`src/tcw_pkg.sv`:
```
// shared constants, types and codes for the text console writer
package tcw_pkg;

  localparam int COLUMNS      = 80;
  localparam int ROWS         = 25;
  localparam int CELLS        = COLUMNS * ROWS;
  localparam int COL_W        = $clog2(COLUMNS);
  localparam int ROW_W        = $clog2(ROWS);
  localparam int CELL_AW      = $clog2(CELLS);
  localparam int LAST_CELL    = CELLS - 1;
  localparam int COPY_CELLS   = CELLS - COLUMNS;
  localparam int LAST_ROW_POS = (ROWS - 1) * COLUMNS;

  localparam logic [15:0] BLANK_CELL   = 16'h0F00;
  localparam logic [7:0]  NEWLINE_CODE = 8'h0A;
  localparam logic [7:0]  ATTR_RESET   = 8'h0F;

  localparam logic [1:0] MODE_CHAR  = 2'd0;
  localparam logic [1:0] MODE_CLEAR = 2'd1;
  localparam logic [1:0] MODE_READ  = 2'd2;

  typedef enum logic {
    SWEEP_IDLE,
    SWEEP_RUN
  } sweep_state_t;

  typedef struct packed {
    logic               active;
    logic               rd_en;
    logic [CELL_AW-1:0] rd_addr;
    logic               wr_en;
    logic [CELL_AW-1:0] wr_addr;
    logic [15:0]        wr_data;
  } sweep_req_t;

endpackage

```
`src/tcw_sweep.sv`:
```
// sequencer for full-screen passes: blank fill and scroll-up copy
module tcw_sweep
  import tcw_pkg::*;
(
  input  logic        clk,
  input  logic        rst,
  input  logic        start,
  input  logic        copy_in,
  input  logic [15:0] rdata,
  output sweep_req_t  req
);

  sweep_state_t       state, state_next;
  logic [CELL_AW-1:0] idx, idx_next;
  logic               copy, copy_next;
  logic               wr_pend, wr_pend_next;
  logic [CELL_AW-1:0] wr_addr;
  logic               wr_from_read;
  logic               src_ok;

  always_ff @(posedge clk) begin
    if (rst) begin
      state   <= SWEEP_RUN;
      idx     <= '0;
      copy    <= 1'b0;
      wr_pend <= 1'b0;
    end else begin
      state   <= state_next;
      idx     <= idx_next;
      copy    <= copy_next;
      wr_pend <= wr_pend_next;
    end
  end

  always_ff @(posedge clk) begin
    wr_addr      <= idx;
    wr_from_read <= src_ok;
  end

  always_comb begin
    state_next   = state;
    idx_next     = idx;
    copy_next    = copy;
    wr_pend_next = 1'b0;
    src_ok       = copy && (idx < CELL_AW'(COPY_CELLS));
    req.rd_en    = 1'b0;
    req.rd_addr  = idx + CELL_AW'(COLUMNS);
    unique case (state)
      SWEEP_IDLE: begin
        if (start) begin
          state_next = SWEEP_RUN;
          idx_next   = '0;
          copy_next  = copy_in;
        end
      end
      SWEEP_RUN: begin
        req.rd_en    = src_ok;
        wr_pend_next = 1'b1;
        if (idx == CELL_AW'(LAST_CELL)) begin
          state_next = SWEEP_IDLE;
        end else begin
          idx_next = idx + 1'b1;
        end
      end
    endcase
    req.wr_en   = wr_pend;
    req.wr_addr = wr_addr;
    req.wr_data = wr_from_read ? rdata : BLANK_CELL;
    req.active  = (state == SWEEP_RUN) || wr_pend;
  end

endmodule

```
`config.mk`:
```
export PLATFORM = sky130hd
export DESIGN_NAME = tcw_sweep
export DESIGN_NICKNAME = d
export VERILOG_FILES = /design/src/tcw_pkg.sv /design/src/tcw_sweep.sv
export SDC_FILE = /design/constraint.sdc
export NUM_CORES = 1
export LEC_CHECK = 0
export BUFFER_PORTS_ARGS = -buffer_cell sky130_fd_sc_hd__buf_2
export CAP_MARGIN = 5
export CORE_MARGIN = 2
export CORE_UTILIZATION = 47
export CTS_CLUSTER_SIZE = 16
export DETAILED_ROUTE_END_ITERATION = 8
export PLACE_DENSITY = 0.83
export SLEW_MARGIN = 20
export SYNTH_ARGS = -nofsm -noshare
export SYNTH_HDL_FRONTEND = slang
export SYNTH_SLANG_ARGS = --single-unit
```
`constraint.sdc`:
```
create_clock -name clk -period 2.5 [get_ports clk]
set_input_delay 0.375 -clock clk [delete_from_list [all_inputs] [get_ports clk]]
set_output_delay 0.375 -clock clk [all_outputs]
set_load 0.02 [all_outputs]
```
* After elaboration in Yosys (flattened, before gate mapping) *
Cells that the tools add are included.

word-level totals
  output and inout bits = 41
  logic and storage cells = 26
  flip-flop bits (word level) = 26

cells by class
  reduce and logical (&&, ||, !) cells = 4
  bitwise operators = 1
  add/subtract/negate cells = 2
  magnitude comparators = 1
  equality and inequality tests = 3
  multiplexer cells = 9

operators with widths
  cell                                                 number
  2-to-1 mux 11 bit                                    2
  one-hot mux 11 bit (2 select lines)                  1
  2-to-1 mux 16 bit                                    1
  adder 11 x 1 -> 11 bit (second input constant)       1
  adder 11 x 7 -> 11 bit (second input constant)       1
  == test 11 bit (second input constant)               1
  less-than comparator 11 bit (second input constant)  1
  2-to-1 mux 1 bit                                     4
  inequality test 2 bit (second input constant)        2
  AND reduction 2 bit                                  2
  one-hot mux 1 bit (2 select lines)                   1
  logical AND 1 bit                                    1
  logical OR 1 bit                                     1
  inverter 1 bit                                       1

* Longest topological paths before layout *
  word-level depth = 3
  gate-level depth with buffers = 6
  depth with buffers taken out = 6

* Worst setup path after synthesis *
No wires, ideal clock.

  path type = flip-flop to flip-flop
  start point = register idx[4]
  end point = register idx[7]
  path buffers = 0
  arrival time = 1.560 ns
  slack = 0.871 ns
  stages on the path, launching flop included = 7
  period minus slack after synthesis = 1.629 ns
  cell sequence = dfxtp_1 > inv_1 > ha_1 > nand4_2 > nor3_1 > or4_1 > o21ai_1

between the ends
  longest elaborated chain between the ends = 3

ends and longest elaborated chain
  what                                                                               RTL line                          text
  start: declaration                                                                 tcw_sweep.sv:14                   logic [CELL_AW-1:0] idx, idx_next;
  start signal: assignment                                                           tcw_sweep.sv:29                   idx <= idx_next;
  adder 11 x 1 -> 11 bit / == test 11 bit (equally long branches)                    tcw_sweep.sv:62, tcw_sweep.sv:59
  2-to-1 mux 11 bit / inequality test 2 bit (equally long branches)                  --
  one-hot mux 11 bit (2 select lines) / AND reduction 2 bit (equally long branches)  --

Several ways; a longest one is shown, not always the timed one. The select of a mux whose other input is x is not followed.
A chain may end at the register's enable or synchronous reset.

==> metrics.md <==
| Metric | Value |
|---|---|
| Crit-path max cell delay | `460 ps` |
| Worst Path Required | `2120 ps` |
| Final cycle utilization of the critical path | `0.770` |
| Area Overhead vs Synth | `28.2%` |
| Reg-to-reg slack, setup | `740 ps` |
| DIE HEIGHT | `54.2 um` |
| Crit end category | `output port` |
| Cells on worst reg2reg path | `6` |
| Max-slew violations | `0` |
| PortBufs | `60` |
| Final Core Density | `0.624` |
| Vias/cell | `5.27` |
| Mapped Avg Cell Area | `9.11 um^2` |
| Vias | `1,134` |
| Antenna violations before repair | `0` |
| Io pins | `61` |
| Worst min-delay path category | `primary input to register` |
| R2R Path End | `idx[6]$_SDFFE_PP0P_` |
| Critical path launch point | `idx[4]$_SDFFE_PP0P_` |
| Setup TNS | `0 ps` |
| Peak supply drop | `0.461 mV` |
| Die extent in x | `54.2 um` |
| Fmax | `519 MHz` |
| Post-Syn Area | `1180 um^2` |
| Synth warn | `0` |
| Status | `finished, final reports clean` |
| Final WL | `2830 um` |
| DR iter-0 viols | `31` |
| Hpwl dp | `2190 um` |
| Worst-margin pin slew | `444 ps` |
| Yosys reg bits | `26` |
| RSZ-0062 raised after global routing | `false` |
| Number of synthesized flops with an enable pin | `0` |
| Antenna viol nets, final | `0` |
| CP Max Fanout | `7` |
| Syn Inst Count | `130` |
| CP cell instances | `ha_1 > o21ai_0 > xnor2_1 > buf_2` |
| Clock skew | `10.3 ps` |
| DR WL/cell | `13.1 um` |
| Fraction of layout cells with a size suffix above 1 | `0.389` |
| Max_slew headroom | `0.700` |
| Tmin final | `1930 ps` |
| Sinks on Clock Net | `26` |
| Row count | `18` |
| Critical path arrival | `1550 ps` |
| Resize count post-CTS | `0` |
| Post-CTS Hold Fix Bufs | `0` |
| # nets final | `209` |
| Fin. Hold Viols | `0` |
| Gr usage total | `0.206` |
| Core area | `2430 um^2` |
| Sequential-to-total area share from yosys stat | `0.439` |
| Initial Util | `0.487` |
| Async SR Flop Fraction | `0` |
| Synth unique cells | `40` |
| Syn Nets | `153` |
| Latest clock arrival within the worst-skew pair | `330 ps` |
| Max-cap violations | `0` |
| Die ar. | `2940 um^2` |
| CTS tree | `built` |
| N_diodes | `0` |
| Gpl congestion | `0.914` |
| TritonCTS Buffers | `3` |
| Main synth FF type | `dfxtp_1` |
| Post-CTS setup buffers | `0` |
| Final setup fails | `0` |
| Number of remaining DRC errors | `0` |
| Reg clk slew, reported paths | `140 ps` |
| Lkg Pwr | `0.699 nW` |
| Root buffer cell | `clkbuf_4` |
| Total grt overflow | `0` |
| Number of global-route vias before repair | `1,000` |
| WS Path Type | `register to output port` |
| Power per cell area | `507 nW/um^2` |
| Iteration count of the initial detailed-routing pass | `4` |
| Max clock buf depth | `2` |
| Worst Setup EP | `req[36]` |
| First-pass GRT wire length | `4420 um` |
| Final instance area | `1520 um^2` |
| Slowest stage cell, crit path | `dfxtp_1` |
| Largest net degree at the start of global routing | `17` |
| H-tree depth | `1` |
| Worst r2r src | `idx[4]$_SDFFE_PP0P_` |
| Worst setup SP type | `register` |
| Post-Place Cell Area | `1470 um^2` |
==> critical path: cells and delay by family (launching register included) <==
kind	cells	cell delay, ps
AOI/OAI and AO/OA	1	130
DFF	1	460
adders and majority gates	1	300
xor gates and xnor gates	1	150
buffers and inverters	1	180
==> metal layers <==
layer,share of wire,vias up,global-route usage
met4,0.0092,0,0.0667
met3,0.065,4,0.0683
met2,0.53,35,0.335
met1,0.40,532,0.255
li1,-,563,-
met5,0,-,0
==> worst min path at each step <==
stage	cells after the start	to	slack, ps	start
2_1_floorplan	0	wr_addr[6]$_DFF_P_	330	idx[6]$_SDFFE_PP0P_
3_3_place_gp	0	wr_addr[1]$_DFF_P_	400	idx[1]$_SDFFE_PP0P_
3_5_place_dp	0	wr_addr[1]$_DFF_P_	400	idx[1]$_SDFFE_PP0P_
4_1_cts	3	copy$_SDFFE_PP0P_	300	copy_in
5_1_grt	2	idx[4]$_SDFFE_PP0P_	310	rst
6_report	3	copy$_SDFFE_PP0P_	300	copy_in
==> cells in the final DEF, fill, tap and decap left out, types with 2 or more instances in the layout <==
master	n
a21oi_1	2
buf_2	60
mux2i_1	2
a31oi_1	4
nor3_1	2
and3_1	2
nand4_1	3
o21ai_0	6
nor2_1	4
nand2_1	7
or2_2	4
inv_1	6
and2_1	14
nor4_1	2
clkbuf_4	3
ha_1	3
nand2b_1	4
dfxtp_1	26
nor2b_1	3
a32o_1	2
xnor2_1	4
nand3_1	4
==> final cells by class <==
class                           count  area [um^2]
Sequential cell                    26          520
Fill cell                         219          913
Clock buffer                        3         22.5
Tap cell                           30         37.5
Clock inverter                      1         30.0
Inverter                            6         22.5
Timing Repair Buffer               60          300
Multi-Input combinational cell     89          586
==> through the flow <==
step | setup WS (ps) | hold WS, ps | power [mW] | std cells
after CTS | 573 | 303 | 0.774 | 215
after detailed placement | 802 | 402 | 0.492 | 211
after floorplan | 871 | 326 | 0.470 | 130
after global placement | 922 | 402 | 0.489 | 211
after global routing | 381 | 313 | 0.798 | 215
final | 574 | 299 | 0.770 | 215
==> cell families after synthesis <==
kind of cell / Yosys count / synth area share
AND/OR/NAND/NOR: 55 / 0.271
flip-flops: 26 / 0.439
AO/OA/AOI/OAI: 24 / 0.137
adder cells (fa/ha/maj): 3 / 0.0317
multiplexers: 2 / 0.0169
XOR/XNOR: 5 / 0.0370
buffers and inverters: 15 / 0.0665
==> sequential cells by signal, indices dropped and copies added (netlist names) <==
register,count
idx,11
wr_addr,11
copy,1
state,1
wr_from_read,1
wr_pend,1
==> power breakdown <==
group | switching, mW | internal, mW
sequential | 0.00791 | 0.423
clock | 0.125 | 0.162
combinational | 0.0273 | 0.0241
total | 0.160 | 0.610
==> synthesized netlist by cell type, types with 4 or more instances <==
cell type,count,area [um^2]
a31oi_1,4,25.0
and2_1,14,87.6
buf_4,5,37.5
dfxtp_1,26,521
inv_1,6,22.5
nand2_1,7,26.3
nand2b_1,4,25.0
nand3_1,4,20.0
nor2_1,4,15.0
o21ai_0,6,30.0
or2_2,4,25.0
xnor2_1,4,35.0
Note: power is estimated with default switching activity, not from simulation.
